--- src/hw/rtl/assert_macros.svh ---
// Assertion macros for the RTL modules; included by irdpl_back.
`ifndef ASSERT_MACROS_SVH
`define ASSERT_MACROS_SVH

// Condition must hold at every clock edge outside reset.
`define ASSERT_ALWAYS(label, cond, msg) \
  label: assert property (@(posedge clk) disable iff (rst) (cond)) else $error(msg);

// Consequent must hold in the cycle after the antecedent.
`define ASSERT_NEXT(label, ante, cons, msg) \
  label: assert property (@(posedge clk) disable iff (rst) (ante) |=> (cons)) \
    else $error(msg);

`endif

--- src/hw/rtl/irdpl_pkg.sv ---
// Types, breakpoint tables and constants of the IR distance linearizer.
`timescale 1ns / 1ps

package irdpl_pkg;

  localparam int SEGS   = 10;
  localparam int MV_W   = 16;
  localparam int CM_W   = 7;
  localparam int OFF_W  = 10;
  localparam int DEN_W  = 10;
  localparam int DROP_W = 5;
  localparam int PROD_W = 14;
  localparam int OUT_W  = 15;

  typedef logic [3:0] seg_t;

  localparam logic [MV_W-1:0] LOW_CUT_MV  = 16'd400;
  localparam logic [MV_W-1:0] HIGH_CUT_MV = 16'd3100;
  localparam logic [CM_W-1:0] LOW_DIST_CM  = 7'd80;
  localparam logic [CM_W-1:0] HIGH_DIST_CM = 7'd5;

  // Lower breakpoint of each usable segment.
  localparam logic [MV_W-1:0] SEG_MV [SEGS] = '{
    16'd400, 16'd600, 16'd700, 16'd900, 16'd1100,
    16'd1300, 16'd1600, 16'd2400, 16'd2700, 16'd3000
  };
  // Upper distance times segment width.
  localparam logic [PROD_W-1:0] SEG_D0DEN [SEGS] = '{
    14'd16000, 14'd5000, 14'd8000, 14'd6000, 14'd5000,
    14'd6000, 14'd12000, 14'd3000, 14'd2400, 14'd1400
  };
  localparam logic [DROP_W-1:0] SEG_DROP [SEGS] = '{
    5'd30, 5'd10, 5'd10, 5'd5, 5'd5, 5'd5, 5'd5, 5'd2, 5'd1, 5'd1
  };
  localparam logic [DEN_W-1:0] SEG_DEN [SEGS] = '{
    10'd200, 10'd100, 10'd200, 10'd200, 10'd200,
    10'd300, 10'd800, 10'd300, 10'd300, 10'd200
  };

  typedef struct packed {
    logic            special;
    logic [CM_W-1:0] cm;
    seg_t            seg;
    logic [OFF_W-1:0] off;
  } item_t;

endpackage

--- src/hw/rtl/irdpl_front.sv ---
// Front end: accepts samples and classifies them into segment and offset.
`timescale 1ns / 1ps

module irdpl_front (
  input  logic                        clk,
  input  logic                        rst,
  input  logic                        sample_valid,
  output logic                        sample_ready,
  input  logic [irdpl_pkg::MV_W-1:0]  millivolts,
  output logic                        item_valid,
  input  logic                        item_ready,
  output irdpl_pkg::item_t            item
);
  import irdpl_pkg::*;

  logic [SEGS-2:0] above;
  seg_t            seg;
  item_t           item_next;

  always_comb begin
    for (int j = 1; j < SEGS; j++) begin
      above[j-1] = millivolts >= SEG_MV[j];
    end
    seg = seg_t'($countones(above));
    item_next.special = (millivolts < LOW_CUT_MV) || (millivolts > HIGH_CUT_MV);
    item_next.cm      = (millivolts < LOW_CUT_MV) ? LOW_DIST_CM : HIGH_DIST_CM;
    item_next.seg     = seg;
    item_next.off     = item_next.special ? '0 : OFF_W'(millivolts - SEG_MV[seg]);
  end

  assign sample_ready = !item_valid || item_ready;

  always_ff @(posedge clk) begin
    if (rst) begin
      item_valid <= 1'b0;
    end else if (sample_ready) begin
      item_valid <= sample_valid;
    end
  end

  always_ff @(posedge clk) begin
    if (sample_valid && sample_ready) begin
      item <= item_next;
    end
  end

endmodule

--- src/hw/rtl/irdpl_fifo.sv ---
// Short queue between the classifier and the divider pipeline.
`timescale 1ns / 1ps

module irdpl_fifo (
  input  logic             clk,
  input  logic             rst,
  input  logic             in_valid,
  output logic             in_ready,
  input  irdpl_pkg::item_t in_item,
  output logic             out_valid,
  input  logic             out_ready,
  output irdpl_pkg::item_t out_item
);
  import irdpl_pkg::*;

  localparam int DEPTH = 2;

  item_t      mem [DEPTH];
  logic       wp;
  logic       rp;
  logic [1:0] cnt;
  logic       push;
  logic       pop;

  assign in_ready  = cnt != 2'(DEPTH);
  assign out_valid = cnt != 2'd0;
  assign push      = in_valid && in_ready;
  assign pop       = out_valid && out_ready;
  assign out_item  = mem[rp];

  always_ff @(posedge clk) begin
    if (rst) begin
      wp  <= 1'b0;
      rp  <= 1'b0;
      cnt <= 2'd0;
    end else begin
      if (push) wp <= ~wp;
      if (pop) rp <= ~rp;
      cnt <= cnt + 2'(push) - 2'(pop);
    end
  end

  always_ff @(posedge clk) begin
    if (push) begin
      mem[wp] <= in_item;
    end
  end

endmodule

--- src/hw/rtl/irdpl_back.sv ---
// Back end: numerator build and restoring divider pipeline, one bit per stage.
`timescale 1ns / 1ps

module irdpl_back #(
  parameter int FRAC_BITS = 8
) (
  input  logic                        clk,
  input  logic                        rst,
  input  logic                        item_valid,
  output logic                        item_ready,
  input  irdpl_pkg::item_t            item,
  output logic                        result_valid,
  input  logic                        result_ready,
  output logic [irdpl_pkg::OUT_W-1:0] distance_fixed
);
  import irdpl_pkg::*;
  `include "assert_macros.svh"

  localparam int QW = CM_W + FRAC_BITS;
  localparam int NW = PROD_W + FRAC_BITS;

  logic [DEN_W-1:0] rem [QW+1];
  logic [DEN_W-1:0] dv  [QW+1];
  logic [QW-1:0]    low [QW+1];
  logic [QW-1:0]    quo [QW+1];
  logic [QW:0]      vld;
  logic             en;

  logic [PROD_W-1:0] d0den;
  logic [DROP_W-1:0] drop;
  logic [DEN_W-1:0]  den;
  logic [PROD_W:0]   prod;
  logic [NW-1:0]     numer;
  logic              sat;

  assign en         = !vld[QW] || result_ready;
  assign item_ready = en;

  always_comb begin
    if (item.special) begin
      d0den = PROD_W'(item.cm);
      drop  = '0;
      den   = DEN_W'(1);
    end else begin
      d0den = SEG_D0DEN[item.seg];
      drop  = SEG_DROP[item.seg];
      den   = SEG_DEN[item.seg];
    end
    prod  = (PROD_W + 1)'(drop) * (PROD_W + 1)'(item.off);
    numer = NW'(d0den - prod[PROD_W-1:0]) << FRAC_BITS;
  end

  always_ff @(posedge clk) begin
    if (rst) begin
      vld <= '0;
    end else if (en) begin
      vld <= {vld[QW-1:0], item_valid};
    end
  end

  always_ff @(posedge clk) begin
    if (en) begin
      rem[0] <= DEN_W'(numer[NW-1:QW]);
      low[0] <= numer[QW-1:0];
      quo[0] <= '0;
      dv[0]  <= den;
    end
  end

  for (genvar k = 1; k <= QW; k++) begin : g_step
    logic [DEN_W:0] t;
    logic [DEN_W:0] diff;
    logic           ge;

    assign t    = {rem[k-1], low[k-1][QW-1]};
    assign ge   = t >= {1'b0, dv[k-1]};
    assign diff = t - {1'b0, dv[k-1]};

    always_ff @(posedge clk) begin
      if (en) begin
        rem[k] <= ge ? diff[DEN_W-1:0] : t[DEN_W-1:0];
        low[k] <= low[k-1] << 1;
        quo[k] <= {quo[k-1][QW-2:0], ge};
        dv[k]  <= dv[k-1];
      end
    end
  end

  assign sat            = (quo[QW] >> OUT_W) != '0;
  assign result_valid   = vld[QW];
  assign distance_fixed = sat ? '1 : OUT_W'(quo[QW]);

  `ASSERT_ALWAYS(a_rem_first, !vld[0] || (rem[0] < dv[0]), "first remainder not below divisor")
  `ASSERT_ALWAYS(a_rem_last, !vld[QW] || (rem[QW] < dv[QW]), "final remainder not below divisor")
  `ASSERT_NEXT(a_advance, vld[0] && en, vld[1], "transaction dropped in divider pipeline")

endmodule

--- src/hw/rtl/ir_distance_piecewise_linear_top.sv ---
// Top level of the infrared range sensor distance linearizer.
`timescale 1ns / 1ps

// Converts a sensor voltage in millivolts to a distance in centimeters with
// FRAC_BITS fraction bits by piecewise-linear interpolation over a fixed
// breakpoint table; below 400 mV the result is 80 cm, above 3100 mV it is 5 cm,
// and values that do not fit in 15 bits saturate. One transaction is accepted
// per cycle while the output is not stalled. An accepted sample passes through
// the classifier register, the two-entry queue, the register after the
// numerator multiply, and FRAC_BITS + 7 one-bit divider stages.
// Results stay in order; a stalled output holds the whole divider pipeline,
// while the queue and classifier keep taking samples until they fill.
module ir_distance_piecewise_linear_top #(
  parameter int FRAC_BITS = 8
) (
  input  logic                        clk,
  input  logic                        rst,
  input  logic                        sample_valid,
  output logic                        sample_ready,
  input  logic [irdpl_pkg::MV_W-1:0]  millivolts,
  output logic                        result_valid,
  input  logic                        result_ready,
  output logic [irdpl_pkg::OUT_W-1:0] distance_fixed
);
  import irdpl_pkg::*;

  item_t front_item;
  item_t queue_item;
  logic  front_valid;
  logic  front_ready;
  logic  queue_valid;
  logic  queue_ready;

  irdpl_front u_front (
    .clk          (clk),
    .rst          (rst),
    .sample_valid (sample_valid),
    .sample_ready (sample_ready),
    .millivolts   (millivolts),
    .item_valid   (front_valid),
    .item_ready   (front_ready),
    .item         (front_item)
  );

  irdpl_fifo u_fifo (
    .clk       (clk),
    .rst       (rst),
    .in_valid  (front_valid),
    .in_ready  (front_ready),
    .in_item   (front_item),
    .out_valid (queue_valid),
    .out_ready (queue_ready),
    .out_item  (queue_item)
  );

  irdpl_back #(
    .FRAC_BITS (FRAC_BITS)
  ) u_back (
    .clk            (clk),
    .rst            (rst),
    .item_valid     (queue_valid),
    .item_ready     (queue_ready),
    .item           (queue_item),
    .result_valid   (result_valid),
    .result_ready   (result_ready),
    .distance_fixed (distance_fixed)
  );

endmodule
--- config.mk ---
export PLATFORM = sky130hd
export DESIGN_NAME = ir_distance_piecewise_linear_top
export DESIGN_NICKNAME = d
export VERILOG_FILES = /design/src/hw/rtl/irdpl_pkg.sv /design/src/hw/rtl/irdpl_front.sv /design/src/hw/rtl/irdpl_fifo.sv /design/src/hw/rtl/irdpl_back.sv /design/src/hw/rtl/ir_distance_piecewise_linear_top.sv
export VERILOG_INCLUDE_DIRS = /design/src /design/src/hw/rtl
export SDC_FILE = /design/constraint.sdc
export NUM_CORES = 1
export LEC_CHECK = 0
export BUFFER_PORTS_ARGS = -buffer_cell sky130_fd_sc_hd__buf_2
export CAP_MARGIN = 20
export CORE_ASPECT_RATIO = 0.6
export CORE_UTILIZATION = 35
export DETAILED_ROUTE_END_ITERATION = 10
export PLACE_DENSITY = 0.56
export SKIP_LAST_GASP = 1
export SLEW_MARGIN = 20
export SYNTH_ARGS = -nofsm -noshare
export SYNTH_HDL_FRONTEND = slang
export SYNTH_SLANG_ARGS = --single-unit
--- constraint.sdc ---
create_clock -name clk -period 16.22 [get_ports clk]
set_input_delay 1.622 -clock clk [delete_from_list [all_inputs] [get_ports clk]]
set_output_delay 1.622 -clock clk [all_outputs]
set_load 0.03 [all_outputs]
==> results.cfg, run 1 <==
[layout]
fill_cells = 6760
regArea_um2 = 14430
final_nets = 2332
final_layout_size_suffix_gt1_share_pct = 12.63
diodes = 0
area_growth_pct = 11.65
multi_input_area_um2 = 10290
finish.utilization_pct = 39.74

[sta]
setup_viol = 0
worst_slew_pin_slew_ns = 0.9398
hold_viol = 0
period_needed_ns = 6.818
max_slew_margin_pct = 37.34
finalSetupTns_ns = 0
rsz0062_at_grt = no
skew_ns = 0.02009
fin_crit_sh_pct = 42.03
drv_slew = 0
max_freq_ghz = 0.1467

[pwr]
netSwitchingFraction_pct = 37.02
switchingPower_w = 0.002460
p_seq_share_pct = 35.5
irDropWorstVdd_mv = 0.09086
cell_internal_pwr_w = 0.004184
p_comb_share_pct = 47.2
p_per_area_nw_per_um2 = 231.6
cellLeakagePower_nw = 10.68
p_clk_share_pct = 17.3

[yosys]
yosysSeqAreaShare_pct = 56.19
synthAdderAreaFrac_pct = 11.61
synth_top_family_by_area = adder cells
synth_compound_area_share_pct = 10.80
synth_ff_type = edfxtp_1
synth.area.mux_share_pct = 5.314
syn_area_um2 = 25690
ys_ff_latch = 488
async_reset_ff_share_pct = 0
synth.avg_cell_area_um2 = 12.65
yosysWarnings = 0
yosys.area_share.xor_xnor_pct = 3.819
synth_simple_gate_area_share_pct = 8.465
syn_inst = 2031
ys_types = 78
synth_area_leaders = edfxtp_1, ha_1, mux2_2
synth_largest_area_cell = edfxtp_1
syn-num-nets = 2266
synth-edff-count = 466
synth_top_area_share_pct = 54.47

[clock_network]
cts.clk_slew.worst_paths_ns = 0.06
cts_root_buffer = clkbuf_16
postCtsSetupBuffers = 0
cts_tree = done
clkLatencyLatePin_ns = 0.61
cts_max_path_buffers = 3
cts.sinks = 488
cts-buffers-inserted = 48
h-tree-depth = 2
cts_resized = 0
hold_buffers = 0

[setup_path]
worst-path-buf-inv = 3
slowest_stage = fa_1
cp.depth = 19
r2r.worst_path.cells = 18
start_kind = primary input
crit_fanout = 11
r2r_setup_slack_ns = 10.58
path_delay_family = adder cells
cp.arrival_ns = 7.15
criticalPathCategory = in2reg
reg2reg_to = u_back.rem[0][5]
cp-end-kind = flop
startpoint = millivolts[15]
crit_path_end = u_front.item[9]
required_ns = 16.55
path_cells = buf_2 > or4_1 > nor3_1 > o21ai_0 > ha_1 > fa_1 > inv_1 > fa_1 > inv_1 > ha_1 > fa_1 > mux2_2 > o21ai_0 > ha_1 > o21a_1 > o31a_1 > o32ai_1 > xnor2_1 > nor2_1
max_stage_delay_ns = 0.73

[detailed_routing]
routedWlPerCell_um = 16.08
wl_um = 50050
drt_iter0_drc = 1098
drtPass1Iterations = 5
vias = 15363
ant_nets = 0
viasPerCell = 4.937
drc = 0

[global_routing]
first_global_vias = 15007
grt_use_total_pct = 13.71
antenna_found_initial = 0
grt_max_degree = 115
globalRouteOverflowTotal = 0
grt_pass1_wl_um = 82030

[die]
initial_utilization_pct = 35.59
io_pins = 37
die_h_um = 211.9
dieArea_um2 = 74520
die_w_um = 351.8
rows = 76
core_um2 = 72170

[min_path]
min-delay-start = u_back.quo[4][3]
hold_path_class = reg2reg

[place]
io_buffers = 36
hpwlAfterDp_um = 35650
place_congestion = 0.8404

[outcome]
status = finished, final reports clean

[job]
max-cap-violations = 0
through the flow:
stage,cell area [um^2],setup slack [ns],power (W),hold WS (ns),cells
final,28680,9.402,0.006644,0.4078,3112
after global routing,28680,8.993,0.007161,0.4199,3112
after CTS,28660,9.419,0.006677,0.4006,3112
after detailed placement,27040,8.776,0.005470,0.4045,3022
after global placement,27040,8.887,0.005422,0.4013,3022
after floorplan,25690,1.958,0.004753,0.4003,2031
metal layers:
layer | wire length (um) | vias to the layer above | share of wire (%) | GRT usage (%)
met5 | 0 | - | 0 | 0
met4 | 735 | 0 | 1.5 | 3.073
met3 | 2446 | 59 | 4.9 | 2.662
met2 | 18560 | 325 | 37 | 17.55
met1 | 28300 | 7398 | 57 | 22.83
li1 | - | 7581 | - | -
power by group through the flow:
stage | sequential (W) | combinational (W) | clock [W]
detailed placement | 0.00237 | 0.00310 | 0
global placement | 0.00237 | 0.00305 | 0
floorplan | 0.00227 | 0.00248 | 0
global route | 0.00241 | 0.00352 | 0.00123
CTS | 0.00236 | 0.00313 | 0.00119
finish | 0.00236 | 0.00314 | 0.00115
synth_stat cells (all sizes together) (6+ instances only):
cell     count
o21bai       7
o21ai       75
nand2      122
nor2       129
xnor2       83
a211oi      21
a211o       22
o31a        10
nand2b      30
buf          8
nor2b       19
dfxtp       22
a41oi        6
a21o        21
inv        230
nand3       19
clkbuf      19
nor3        51
mux2i       26
a21oi      111
o31ai       10
o22ai       12
edfxtp     466
and4         6
and2        13
fa          39
o2111ai      9
or3         12
or2          8
a31oi       27
o21a        20
xor2        29
nand4b      15
ha         176
mux2        97
cell usage in the layout (no fill, tap or decap), drive strengths merged, types with 8 or more instances in the layout:
cell	synthesis	layout
buf	8	43
o31a	10	10
nor2b	19	19
fa	39	39
o22ai	12	12
clkinv	0	19
nand4b	15	15
o21a	20	20
a21o	21	21
o31ai	10	10
nand2b	30	30
xor2	29	29
ha	176	176
mux2i	26	26
nand2	122	122
dfxtp	22	22
or2	8	8
o2111ai	9	9
or3	12	12
nor2	129	129
and2	13	13
a211oi	21	21
a211o	22	22
a31oi	27	27
clkbuf	19	55
inv	230	233
a21oi	111	111
edfxtp	466	466
o21ai	75	75
nor3	51	51
nand3	19	19
mux2	97	97
xnor2	83	83
worst min path at each step:
stage                        end  slack, ns  cells after the start
2_1_floorplan  u_back.low[0][22]       0.40                      0
3_3_place_gp   u_back.quo[15][4]       0.40                      0
3_5_place_dp   u_back.quo[15][1]       0.40                      0
4_1_cts         u_back.quo[5][4]       0.40                      0
5_1_grt        u_back.quo[11][6]       0.42                      0
6_report        u_back.quo[5][4]       0.41                      0
layout make-up:
class | count | area share [%]
Sequential cell | 488 | 50.33
Inverter | 230 | 3.036
Tap cell | 975 | 4.254
Clock buffer | 55 | 4.350
Clock inverter | 35 | 1.309
Timing Repair Buffer | 43 | 0.8376
Multi-Input combinational cell | 1286 | 35.89
sequential cells by signal (all words and copies together), names as in the netlist, named ones only:
name	count
u_front.item_valid	1
u_fifo.mem	34
u_front.item	17
u_fifo.wp	1
u_back.rem	147
u_back.quo	120
u_back.dv	120
u_fifo.rp	1
u_back.low	28
u_back.vld	16
u_fifo.cnt	2
kinds of logic (layout without fill, tap and decap cells):
kind of cell / Yosys count / after routing
mux: 123 / 123
fa+ha+maj: 215 / 215
xor+xnor: 112 / 112
compound gates: 388 / 388
flops: 488 / 488
simple gates: 448 / 448
buf+inv: 257 / 363
worst register-to-register path: stages (launching register included):
cell	delay (ns)
dfxtp_1	0.30
buf_4	0.36
mux2_2	0.46
ha_1	0.27
and2_1	0.17
or2_2	0.33
a21oi_2	0.38
and2_1	0.22
fa_1	0.41
inv_1	0.08
fa_1	0.41
inv_1	0.09
fa_1	0.39
inv_1	0.07
ha_1	0.28
a2111oi_0	0.54
a21boi_0	0.27
o21ai_0	0.21
o211ai_1	0.13
(Power assumes the default switching activity.)
==> run 2: changes to the inputs <==
--- a/config.mk
+++ b/config.mk
@@ -6,6 +6,7 @@
 export SDC_FILE = /design/constraint.sdc
 export NUM_CORES = 1
 export LEC_CHECK = 0
+export ABC_AREA = 1
 export BUFFER_PORTS_ARGS = -buffer_cell sky130_fd_sc_hd__buf_2
 export CAP_MARGIN = 20
 export CORE_ASPECT_RATIO = 0.6
==> constraint.sdc (replaced) <==
create_clock -name clk -period 6.3 [get_ports clk]
set_input_delay 0.63 -clock clk [delete_from_list [all_inputs] [get_ports clk]]
set_output_delay 0.63 -clock clk [all_outputs]
set_load 0.03 [all_outputs]
==> results.cfg, run 2 <==
[sta]
period_needed_ns = 5.567
hold_viol = 0
max_freq_ghz = 0.1796
worst_slew_pin_slew_ns = 0.9342
rsz0062_at_grt = no
drv_slew = 0
fin_crit_sh_pct = 88.36
setup_viol = 0
setup_slack_ns = 0.7332
max_slew_margin_pct = 37.72
skew_ns = 0.03892
finalSetupTns_ns = 0
hold_ws_ns = 0.3326

[layout]
final_cell_area_um2 = 29520
final_layout_size_suffix_gt1_share_pct = 8.133
fill_cells = 7135
largest_reg_flops = 147
final_common_cell = edfxtp_1
final_nets = 2862
top_regs = u_back.rem x147, u_back.dv x120, u_back.quo x120
area_growth_pct = 11.73
diodes = 0
mostFrequentLayoutCells = edfxtp_1, nand2_1, inv_1
top_register = u_back.rem

[die]
core_um2 = 74180
dieArea_um2 = 76640
rows = 77
initial_utilization_pct = 35.62
die_h_um = 214.8
io_pins = 37
die_w_um = 356.7

[setup_path]
start_kind = flop
cp-end-kind = flop
cp.arrival_ns = 5.90
crit_fanout = 11
r2r_setup_slack_ns = 0.73
required_ns = 6.63
criticalPathCategory = reg2reg

[yosys]
syn-num-nets = 2794
synth.avg_cell_area_um2 = 10.33
syn_inst = 2559
synth_largest_area_cell = edfxtp_1
synth_top_area_share_pct = 52.96
yosysWarnings = 0
synth-edff-count = 466
ys_top_cells_by_count = edfxtp_1, nand2_1, inv_1, nor2_1, ha_1
yosysSeqAreaShare_pct = 54.62
syn_area_um2 = 26420
ys_types = 51
ys_ff_latch = 488
yosysMostFrequentCell = edfxtp_1
synth_area_leaders = edfxtp_1, ha_1, nand2_1
synth_ff_type = edfxtp_1
async_reset_ff_share_pct = 0

[detailed_routing]
vias = 17547
ant_nets = 0
routedWlPerCell_um = 14.98
viasPerCell = 4.801
drtPass1Iterations = 5
drt_iter0_drc = 1404
drc = 0
wl_um = 54750

[clock_network]
cts.sinks = 488
cts_max_path_buffers = 3
cts.clk_slew.worst_paths_ns = 0.06
cts_root_buffer = clkbuf_16
hold_buffers = 0
cts_resized = 0
postCtsSetupBuffers = 0
cts_tree = done
cts-buffers-inserted = 50
h-tree-depth = 2
clkLatencyLatePin_ns = 0.62

[min_path]
hold_path_class = in2reg

[job]
max-cap-violations = 0

[global_routing]
use_met2_pct = 19.06
busiest_layer = met1
globalRouteOverflowTotal = 0
grtUsageMet3_pct = 3.066
grt_use_total_pct = 14.51
first_global_vias = 16822
grt_max_degree = 160
grt_pass1_wl_um = 89960
grtUsageMet1_pct = 23.50
antenna_found_initial = 0

[outcome]
status = finished, final reports clean

[place]
hpwlAfterDp_um = 40390
preCtsSetupSlack_ns = 0.5419
place_congestion = 0.9032
io_buffers = 36
placed_cell_area_um2 = 27720
## run 2: cell count changes after synthesis, sizes merged, moves of 36 or more
cell	delta
nand2	+352
inv	+167
nor2	+109
mux2	-96
o21ai	+77
nand3	+75
a21oi	+64
xnor2	-51
xor2	+43
nand4	+36
## run 2: cells by family after synthesis
group	after synthesis	share of synthesized area, %
simple gates	915	15.05
compound gates	412	9.134
flops	488	54.62
xor+xnor	104	3.447
mux	2	0.08049
fa+ha+maj	215	11.29
buf+inv	423	6.378
## run 2: routing by layer
metal / up-vias / part of all wire [%] / wire (um)
li1: 8834 / - / -
met1: 8256 / 54 / 29640
met2: 394 / 38 / 20840
met3: 63 / 6.1 / 3352
met4: 0 / 1.7 / 906
met5: - / 0 / 0
## run 2: through the flow
| step | cells | utilization (%) |
|---|---|---|
| global placement | 3562 | 37.37 |
| finish | 3655 | 39.80 |
| detailed placement | 3562 | 37.37 |
| CTS | 3655 | 39.80 |
| global route | 3655 | 39.80 |
| floorplan | 2559 | - |
## run 2: final cells by class
class / instances / area (um^2) / share of cell area (%)
flip-flops and latches: 488 / 14430 / 48.89
repair buffers: 42 / 250.2 / 0.8476
clock inverters: 33 / 469.2 / 1.589
inverters: 397 / 1498 / 5.073
well taps: 987 / 1235 / 4.183
multi-input cells: 1648 / 10310 / 34.91
clock buffers: 60 / 1331 / 4.509
## run 2: worst paths after layout
check / startpoint / end / cells past startpoint
setup / recovery: flop / u_back.rem[0][4] / 21
hold reg to reg: u_back.quo[8][5] / u_back.quo[9][6] / 0
setup reg to reg: flop / u_back.rem[0][4] / 21
hold / removal: sample_valid / u_front.item_valid / 3
## run 2: critical path, cell delays in order (launching register included)
cell	delay [ns]
dfxtp_1	0.31
buf_4	0.20
inv_2	0.15
or2_1	0.25
o21ai_2	0.14
inv_2	0.13
ha_1	0.27
nor2_1	0.12
inv_1	0.06
nor2_1	0.39
inv_1	0.24
nor2_1	0.19
fa_1	0.47
fa_1	0.52
fa_1	0.54
inv_1	0.04
ha_1	0.34
a21oi_1	0.36
o21ai_0	0.18
a21oi_1	0.14
o21ai_0	0.11
xor2_1	0.15
Power of run 2 is left out: the tool's default activity adds up to more than one toggle a clock period on the data nets, which glitch-free logic cannot reach.
